## src/rtl/core/cltok_pkg.sv

```systemverilog
// Shared types and constants of the command line tokenizer.
`default_nettype none

package cltok_pkg;

    // Character codes
    localparam logic [7:0] CH_NEWLINE = 8'h0A;
    localparam logic [7:0] CH_SPACE   = 8'h20;
    localparam logic [7:0] CH_TAB     = 8'h09;
    localparam logic [7:0] CH_CR      = 8'h0D;
    localparam logic [7:0] CH_BSLASH  = 8'h5C;
    localparam logic [7:0] CH_HASH    = 8'h23;
    localparam logic [7:0] CH_PIPE    = 8'h7C;
    localparam logic [7:0] CH_QUOTE   = 8'h22;
    localparam logic [7:0] CH_LBRACE  = 8'h7B;
    localparam logic [7:0] CH_RBRACE  = 8'h7D;
    localparam logic [7:0] CH_LPAREN  = 8'h28;
    localparam logic [7:0] CH_RPAREN  = 8'h29;

    // Counter width and saturation limit
    localparam int unsigned CNT_W = 12;
    localparam logic [CNT_W-1:0] CNT_MAX = '1;

    // Status codes
    localparam logic [2:0] ST_OK          = 3'd0;
    localparam logic [2:0] ST_TRIM_PIPE   = 3'd1;
    localparam logic [2:0] ST_EXTRA_BRACE = 3'd2;
    localparam logic [2:0] ST_EXTRA_PAREN = 3'd3;
    localparam logic [2:0] ST_UNCLOSED    = 3'd4;

    // Early error codes, held until line end
    localparam logic [1:0] ERR_NONE  = 2'd0;
    localparam logic [1:0] ERR_BRACE = 2'd2;
    localparam logic [1:0] ERR_PAREN = 2'd3;

    // Open mask bit positions
    localparam int unsigned OM_QUOTE = 0;
    localparam int unsigned OM_BRACE = 1;
    localparam int unsigned OM_PAREN = 2;
    localparam int unsigned OM_PIPE  = 3;

    // One result word
    typedef struct packed {
        logic             char_valid;
        logic [7:0]       out_char;
        logic             token_start;
        logic             is_status;
        logic [2:0]       status_code;
        logic [3:0]       open_mask;
        logic [CNT_W-1:0] token_count;
        logic             last;
    } t_result;

    // Comment stage verdict handed to the splitter
    typedef struct packed {
        logic keep;
        logic trim_pipe;
    } t_trim;

    // Results of one step: byte word and status word
    typedef struct packed {
        logic    byte_valid;
        t_result byte_res;
        logic    stat_valid;
        t_result stat_res;
    } t_step_res;

    function automatic logic is_ws(input logic [7:0] c);
        return (c == CH_SPACE) || ((c >= CH_TAB) && (c <= CH_CR));
    endfunction

endpackage

`default_nettype wire

```

## src/rtl/core/command_line_tokenizer_top.sv

```systemverilog
// Top level of the command line tokenizer.
`default_nettype none

// Takes a command line one byte per word, strips '#' comments (a backslash
// shields the next byte, a '|' region hides '#'), and splits what remains
// into tokens at whitespace outside quotes, pipes, braces and parentheses.
// Each kept token byte comes out as one word with a token-start flag; the
// word that carries line end is followed by one status word (last = 1).
// A word is taken every cycle unless o_in_stall is high: it is registered,
// processed by the trim and split logic and written into a four-entry
// result queue. Only a line-end word yields two results, so the output side
// sets the rate: one result per cycle while i_out_stall is low.
// On a nonzero status, discard the line's tokens downstream.
module command_line_tokenizer_top
    import cltok_pkg::*;
(
    input  wire logic             i_clk,
    input  wire logic             i_rst_n,
    input  wire logic             i_in_valid,
    output logic                  o_in_stall,
    input  wire logic [7:0]       i_in_char,
    input  wire logic             i_line_end,
    input  wire logic             i_line_empty,
    output logic                  o_out_valid,
    input  wire logic             i_out_stall,
    output logic                  o_char_valid,
    output logic [7:0]            o_out_char,
    output logic                  o_token_start,
    output logic                  o_is_status,
    output logic [2:0]            o_status_code,
    output logic [3:0]            o_open_mask,
    output logic [CNT_W-1:0]      o_token_count,
    output logic                  o_last
);

    logic       r_vld;
    logic [7:0] r_char;
    logic       r_end, r_empty;
    logic       step, room, load;
    t_trim      trim;
    t_step_res  res;
    t_result    head;

    assign step       = r_vld && room;
    assign o_in_stall = r_vld && !room;
    assign load       = i_in_valid && !o_in_stall;

    // Input register
    always_ff @(posedge i_clk) begin
        if (!i_rst_n) begin
            r_vld <= 1'b0;
        end else if (!r_vld || step) begin
            r_vld <= i_in_valid;
        end
    end

    always_ff @(posedge i_clk) begin
        if (load) begin
            r_char  <= i_in_char;
            r_end   <= i_line_end;
            r_empty <= i_line_empty;
        end
    end

    cltok_trim u_trim (
        .i_clk   (i_clk),
        .i_rst_n (i_rst_n),
        .i_step  (step),
        .i_char  (r_char),
        .i_end   (r_end),
        .i_empty (r_empty),
        .o_trim  (trim)
    );

    cltok_split u_split (
        .i_clk   (i_clk),
        .i_rst_n (i_rst_n),
        .i_step  (step),
        .i_char  (r_char),
        .i_end   (r_end),
        .i_trim  (trim),
        .o_res   (res)
    );

    cltok_outq u_outq (
        .i_clk   (i_clk),
        .i_rst_n (i_rst_n),
        .i_push  (step),
        .i_res   (res),
        .o_room  (room),
        .o_valid (o_out_valid),
        .i_pop   (!i_out_stall),
        .o_head  (head)
    );

    assign o_char_valid  = head.char_valid;
    assign o_out_char    = head.out_char;
    assign o_token_start = head.token_start;
    assign o_is_status   = head.is_status;
    assign o_status_code = head.status_code;
    assign o_open_mask   = head.open_mask;
    assign o_token_count = head.token_count;
    assign o_last        = head.last;

endmodule

`default_nettype wire

```

## src/rtl/core/cltok_trim.sv

```systemverilog
// Comment and escape stage of the command line tokenizer.
`default_nettype none

module cltok_trim
    import cltok_pkg::*;
(
    input  wire logic       i_clk,
    input  wire logic       i_rst_n,
    input  wire logic       i_step,
    input  wire logic [7:0] i_char,
    input  wire logic       i_end,
    input  wire logic       i_empty,
    output t_trim           o_trim
);

    logic r_in_comment, r_escape, r_trim_pipe;
    logic n_in_comment, n_escape, n_trim_pipe;
    logic keep;

    // Decide whether the byte survives comment removal
    always_comb begin
        n_in_comment = r_in_comment;
        n_escape     = r_escape;
        n_trim_pipe  = r_trim_pipe;
        keep         = 1'b1;
        if (i_empty) begin
            keep = 1'b0;
        end else if (r_in_comment) begin
            if (i_char == CH_NEWLINE) begin
                n_in_comment = 1'b0;
            end else begin
                keep = 1'b0;
            end
        end else if (r_escape) begin
            n_escape = 1'b0;
        end else if (i_char == CH_BSLASH) begin
            n_escape = 1'b1;
        end else if ((i_char == CH_HASH) && !r_trim_pipe) begin
            n_in_comment = 1'b1;
            keep         = 1'b0;
        end else if (i_char == CH_PIPE) begin
            n_trim_pipe = !r_trim_pipe;
        end
    end

    assign o_trim.keep      = keep;
    assign o_trim.trim_pipe = n_trim_pipe;

    // Advance on each step, clear at line end
    always_ff @(posedge i_clk) begin
        if (!i_rst_n || (i_step && i_end)) begin
            r_in_comment <= 1'b0;
            r_escape     <= 1'b0;
            r_trim_pipe  <= 1'b0;
        end else if (i_step) begin
            r_in_comment <= n_in_comment;
            r_escape     <= n_escape;
            r_trim_pipe  <= n_trim_pipe;
        end
    end

endmodule

`default_nettype wire

```

## src/rtl/core/cltok_split.sv

```systemverilog
// Token splitter and line status of the command line tokenizer.
`default_nettype none

module cltok_split
    import cltok_pkg::*;
(
    input  wire logic       i_clk,
    input  wire logic       i_rst_n,
    input  wire logic       i_step,
    input  wire logic [7:0] i_char,
    input  wire logic       i_end,
    input  wire t_trim      i_trim,
    output t_step_res       o_res
);

    logic             r_inside, r_quote, r_pipe;
    logic [CNT_W-1:0] r_brace, r_paren, r_tokens;
    logic [1:0]       r_err;
    logic             n_inside, n_quote, n_pipe;
    logic [CNT_W-1:0] n_brace, n_paren, n_tokens;
    logic [1:0]       n_err;
    logic             emit, start, nested, ws;
    logic [3:0]       mask;

    // Track nesting and token boundaries for a kept byte
    always_comb begin
        n_inside = r_inside;
        n_quote  = r_quote;
        n_pipe   = r_pipe;
        n_brace  = r_brace;
        n_paren  = r_paren;
        n_tokens = r_tokens;
        n_err    = r_err;
        emit     = 1'b0;
        start    = 1'b0;
        ws       = is_ws(i_char);
        nested   = r_quote || r_pipe || (r_brace != '0) || (r_paren != '0);
        if (i_trim.keep && (r_err == ERR_NONE)) begin
            emit = 1'b1;
            if (!r_inside) begin
                if (ws) begin
                    emit = 1'b0;
                end else begin
                    n_inside = 1'b1;
                    start    = 1'b1;
                    if (r_tokens != CNT_MAX) n_tokens = r_tokens + 1'b1;
                end
            end else if (ws && !nested) begin
                n_inside = 1'b0;
                emit     = 1'b0;
            end
            if (emit) begin
                priority if (i_char == CH_QUOTE) begin
                    n_quote = !r_quote;
                end else if (i_char == CH_PIPE) begin
                    n_pipe = !r_pipe;
                end else if (i_char == CH_LBRACE) begin
                    if (r_brace != CNT_MAX) n_brace = r_brace + 1'b1;
                end else if (i_char == CH_RBRACE) begin
                    if (r_brace == '0) begin
                        n_err = ERR_BRACE;
                        emit  = 1'b0;
                    end else begin
                        n_brace = r_brace - 1'b1;
                    end
                end else if (i_char == CH_LPAREN) begin
                    if (r_paren != CNT_MAX) n_paren = r_paren + 1'b1;
                end else if (i_char == CH_RPAREN) begin
                    if (r_paren == '0) begin
                        n_err = ERR_PAREN;
                        emit  = 1'b0;
                    end else begin
                        n_paren = r_paren - 1'b1;
                    end
                end else begin
                    n_quote = r_quote;
                end
            end
        end
    end

    // Build the byte word and the status word
    always_comb begin
        mask           = '0;
        mask[OM_QUOTE] = n_quote;
        mask[OM_BRACE] = (n_brace != '0);
        mask[OM_PAREN] = (n_paren != '0);
        mask[OM_PIPE]  = n_pipe;

        o_res                      = '0;
        o_res.byte_valid           = emit;
        o_res.byte_res.char_valid  = 1'b1;
        o_res.byte_res.out_char    = i_char;
        o_res.byte_res.token_start = start;

        o_res.stat_valid          = i_end;
        o_res.stat_res.is_status  = 1'b1;
        o_res.stat_res.last       = 1'b1;
        priority if (i_trim.trim_pipe) begin
            o_res.stat_res.status_code = ST_TRIM_PIPE;
        end else if (n_err != ERR_NONE) begin
            o_res.stat_res.status_code = {1'b0, n_err};
        end else if (mask != '0) begin
            o_res.stat_res.status_code = ST_UNCLOSED;
            o_res.stat_res.open_mask   = mask;
        end else begin
            o_res.stat_res.status_code = ST_OK;
            o_res.stat_res.token_count = n_tokens;
        end
    end

    // Hold splitter state, clear at line end
    always_ff @(posedge i_clk) begin
        if (!i_rst_n || (i_step && i_end)) begin
            r_inside <= 1'b0;
            r_quote  <= 1'b0;
            r_pipe   <= 1'b0;
            r_brace  <= '0;
            r_paren  <= '0;
            r_tokens <= '0;
            r_err    <= ERR_NONE;
        end else if (i_step) begin
            r_inside <= n_inside;
            r_quote  <= n_quote;
            r_pipe   <= n_pipe;
            r_brace  <= n_brace;
            r_paren  <= n_paren;
            r_tokens <= n_tokens;
            r_err    <= n_err;
        end
    end

endmodule

`default_nettype wire

```

## src/rtl/core/cltok_outq.sv

```systemverilog
// Four-entry result queue taking up to two words per cycle while o_room is high.
`default_nettype none

module cltok_outq
    import cltok_pkg::*;
(
    input  wire logic      i_clk,
    input  wire logic      i_rst_n,
    input  wire logic      i_push,
    input  wire t_step_res i_res,
    output logic           o_room,
    output logic           o_valid,
    input  wire logic      i_pop,
    output t_result        o_head
);

    t_result    r_mem [4];
    logic [1:0] r_wr, r_rd;
    logic [2:0] r_cnt;
    logic [1:0] wr2;
    logic [1:0] n_push;
    logic       pop;

    assign o_valid = (r_cnt != 3'd0);
    assign o_room  = (r_cnt <= 3'd2);
    assign o_head  = r_mem[r_rd];
    assign pop     = i_pop && o_valid;
    assign wr2     = r_wr + {1'b0, i_res.byte_valid};
    assign n_push  = i_push ? ({1'b0, i_res.byte_valid} + {1'b0, i_res.stat_valid}) : 2'd0;

    // Write the byte word, then the status word behind it
    always_ff @(posedge i_clk) begin
        if (i_push && i_res.byte_valid) r_mem[r_wr] <= i_res.byte_res;
        if (i_push && i_res.stat_valid) r_mem[wr2] <= i_res.stat_res;
    end

    // Advance pointers and fill level
    always_ff @(posedge i_clk) begin
        if (!i_rst_n) begin
            r_wr  <= '0;
            r_rd  <= '0;
            r_cnt <= '0;
        end else begin
            r_wr  <= r_wr + n_push;
            r_rd  <= r_rd + {1'b0, pop};
            r_cnt <= r_cnt + {1'b0, n_push} - {2'b0, pop};
        end
    end

endmodule

`default_nettype wire
```

## config.mk

```make
export PLATFORM = sky130hd
export DESIGN_NAME = command_line_tokenizer_top
export DESIGN_NICKNAME = d
export VERILOG_FILES = /design/src/rtl/core/cltok_pkg.sv /design/src/rtl/core/command_line_tokenizer_top.sv /design/src/rtl/core/cltok_trim.sv /design/src/rtl/core/cltok_split.sv /design/src/rtl/core/cltok_outq.sv
export SDC_FILE = /design/constraint.sdc
export NUM_CORES = 1
export LEC_CHECK = 0
export ABC_AREA = 0
export BUFFER_PORTS_ARGS = -buffer_cell sky130_fd_sc_hd__buf_2
export CAP_MARGIN = 30
export CORE_MARGIN = 2
export CORE_UTILIZATION = 65
export DETAILED_ROUTE_END_ITERATION = 7
export GPL_ROUTABILITY_DRIVEN = 0
export PLACE_DENSITY = 0.91
export SETUP_SLACK_MARGIN = 0.2
export SLEW_MARGIN = 20
export SYNTH_ARGS = -nofsm -noshare
export SYNTH_HDL_FRONTEND = slang
export SYNTH_SLANG_ARGS = --single-unit
export TNS_END_PERCENT = 10
```

## constraint.sdc

```tcl
create_clock -name i_clk -period 11.1 [get_ports i_clk]
set_input_delay 0.555 -clock i_clk [delete_from_list [all_inputs] [get_ports i_clk]]
set_output_delay 0.555 -clock i_clk [all_outputs]
set_load 0.005 [all_outputs]
```

==> results.toml <==
[global_route]
grt_max_degree = 49
track_usage_pct = 31.9
grt_pass1_wl_um = 41700
overflow = 0
antenna_found_initial = 0
grt_pass1_vias = 8328

[synth]
synth_common_cells = "nand2_1 (136), nor2_1 (134), dfxtp_1 (96)"
synth.top_cell.area_share_pct = 25.4
synthTopCellsByArea = "edfxtp_1 (25%), dfxtp_1 (19%), mux4_2 (6.6%), nand2_1 (5.0%), nor2_1 (4.9%)"
seq_area_frac_synth_pct = 44.2
synth_most_common_cell = "nand2_1"
synth_warnings = 0
synthFlopType = "dfxtp_1"
yosysTopAreaCell = "edfxtp_1"
synth_nets = 1085
netlist_area_um2 = 10200
postSynthCellCount = 1057
async_flop_share_pct = 0
synth_edf_count = 86
syn_area_per_cell_um2 = 9.63
ys_seq_elements = 182
synth.distinct_cells = 74

[sta]
timing.final.ws_setup_ns = 6.23
hold_viol = 0
setup_tns_ns = 0
drv_slew = 0
worst_pin_slew_ns = 0.967
hold_ws_ns = 0.280
rsz0062_at_grt = "no"
setup_viol = 0
max_freq_mhz = 205
min_period_over_period_pct = 43.9
relSlewSlack_pct = 35.3
skew_ns = 0.0224
min_period_ns = 4.87

[clock_network]
clk_pin_slew_ns = 0.08
cts_setup_buffers = 0
cts_root_buf = "clkbuf_16"
cts_tree = "built"
ctsHoldBuffers = 0
worst_skew_pair.late_latency_ns = 0.46
post_cts_resized = 0
cts_buffer_depth = 2
cts_htree_levels = 4
numCtsBuffers = 17
cts.sinks = 182

[placed_design]
port_buffers = 46
dp_hpwl_um = 16700
dp_slack_ns = 6.50

[floorplan]
row_count = 45
die_w_um = 129
core_area_um2 = 15300
initial_utilization_pct = 66.7
dieHeight_um = 129
design.die.area_um2 = 16700
pin_count = 47

[critical_path]
slowest_delay_ns = 0.94
crit_path_max_fanout = 48
crit_chain = "or4b_1, a311oi_1, a32oi_1, a2111oi_0, xnor2_1, o311ai_0, nor3_1, nand4_1, buf_4, nor3_1"
worstSetupEndpointType = "register"
critical_path_required_ns = 11.30
crit_slowest_cell = "edfxtp_1"
crit_arrival_ns = 5.06
crit_path_start_kind = "register"
crit_top_cell = "nor3_1"
critPathKind = "reg -> reg"

[status]
status = "finished clean"

[detailed_routing]
drtIter0Drc = 1036
dr.pass1.iters = 8
antenna_left = 0
drc = 0
routed_wl_um = 26200
vias = 8677
wl_per_cell_um = 20.4
via_per_inst = 6.75

[cells_and_area]
syn_to_final_growth_pct = 8.76
drive_gt1_share_pct = 15.1
nets = 1090
insertedDiodeCount = 0

[power]
leakage_nw = 4.11
vdd.ir_drop.worst_v = 0.000129
power_density_nw_per_um2 = 177

[worst_hold_path]
min_path_type = "in -> reg"

[job]
maxCapViolCount = 0
-- worst max-delay path: cells and delay by family, from the launching register on --
kind	cells	cell delay, ns
XOR/XNOR	1	0.18
AND/OR/NAND/NOR	4	1.69
buffers and inverters	1	0.35
flip-flops	1	0.94
AO/OA/AOI/OAI	4	1.44
-- through the flow --
stage               area [µm²]  std cells  util [%]  power [mW]
finish                   11100       1286      72.6        1.96
global route             11100       1286      72.6        2.04
CTS                      11100       1284      72.5        1.95
detailed placement       10500       1252      68.5        1.33
global placement         10400       1249      68.1        1.30
floorplan                10200       1057         -        1.19
-- layout make-up --
cell class	instances	area [µm²]
clock buffers	24	534
clock inverters	8	70.1
fillers	995	4190
inverters	21	78.8
multi-input cells	781	5260
flip-flops and latches	182	4510
well taps	211	264
repair buffers	59	362
-- sequential cells by signal, summed over array words and instances (netlist names) --
name	cells
u_split.r_err	2
u_outq.r_rd	2
u_split.r_brace	12
r_vld	1
r_empty	1
u_split.r_pipe	1
r_char	8
u_trim.r_in_comment	1
u_outq.r_mem	120
u_outq.r_wr	2
u_split.r_paren	12
r_end	1
u_split.r_inside	1
u_split.r_tokens	12
u_trim.r_escape	1
u_outq.r_cnt	3
u_trim.r_trim_pipe	1
u_split.r_quote	1
-- placed cells by master, fill, tap and decap left out, types with 12 or more instances in the layout --
master and count:
a21oi_1 55, and2_1 12, and3_1 12, buf_2 46, clkbuf_16 19, dfxtp_1 95
edfxtp_1 86, ha_1 13, inv_1 21, mux2i_1 38, mux4_2 30, nand2_1 135
nand3_1 23, nand4_1 14, nor2_1 134, nor3_1 62, nor3_2 21, o21ai_0 23
xnor2_1 18, xor2_1 20
-- worst paths after layout --
path	start	end	slack, ns	cells after the start
worst max-delay path	r_char[0]	u_outq.r_mem[3][10]	6.23	10
worst min-delay path	i_in_char[3]	r_char[3]	0.28	1
worst max register to register	r_char[0]	u_outq.r_mem[3][10]	6.23	10
worst min register to register	u_outq.r_mem[0][24]	u_outq.r_mem[0][24]	0.46	2
-- routing by layer --
layer	routed length (µm)	track usage [%]
met3	2670	6.85
met2	12500	50.3
met1	10000	41.2
met5	0	0
met4	992	18.0
-- logic make-up after synthesis --
logic type                 synth area share, %
and+or+nand+nor                           25.4
DFF                                       44.2
AOI/OAI and AO/OA                         10.5
buffers and inverters                     4.29
muxes                                     10.5
xor gates and xnor gates                  3.27
adders and majority gates                 1.79
-- where the power goes --
| part | total [mW] | internal (mW) | switching [mW] |
|---|---|---|---|
| logic | 0.483 | 0.217 | 0.266 |
| clock network | 0.620 | 0.344 | 0.276 |
| registers | 0.859 | 0.785 | 0.0743 |
Power figures use the tool's default switching activity.
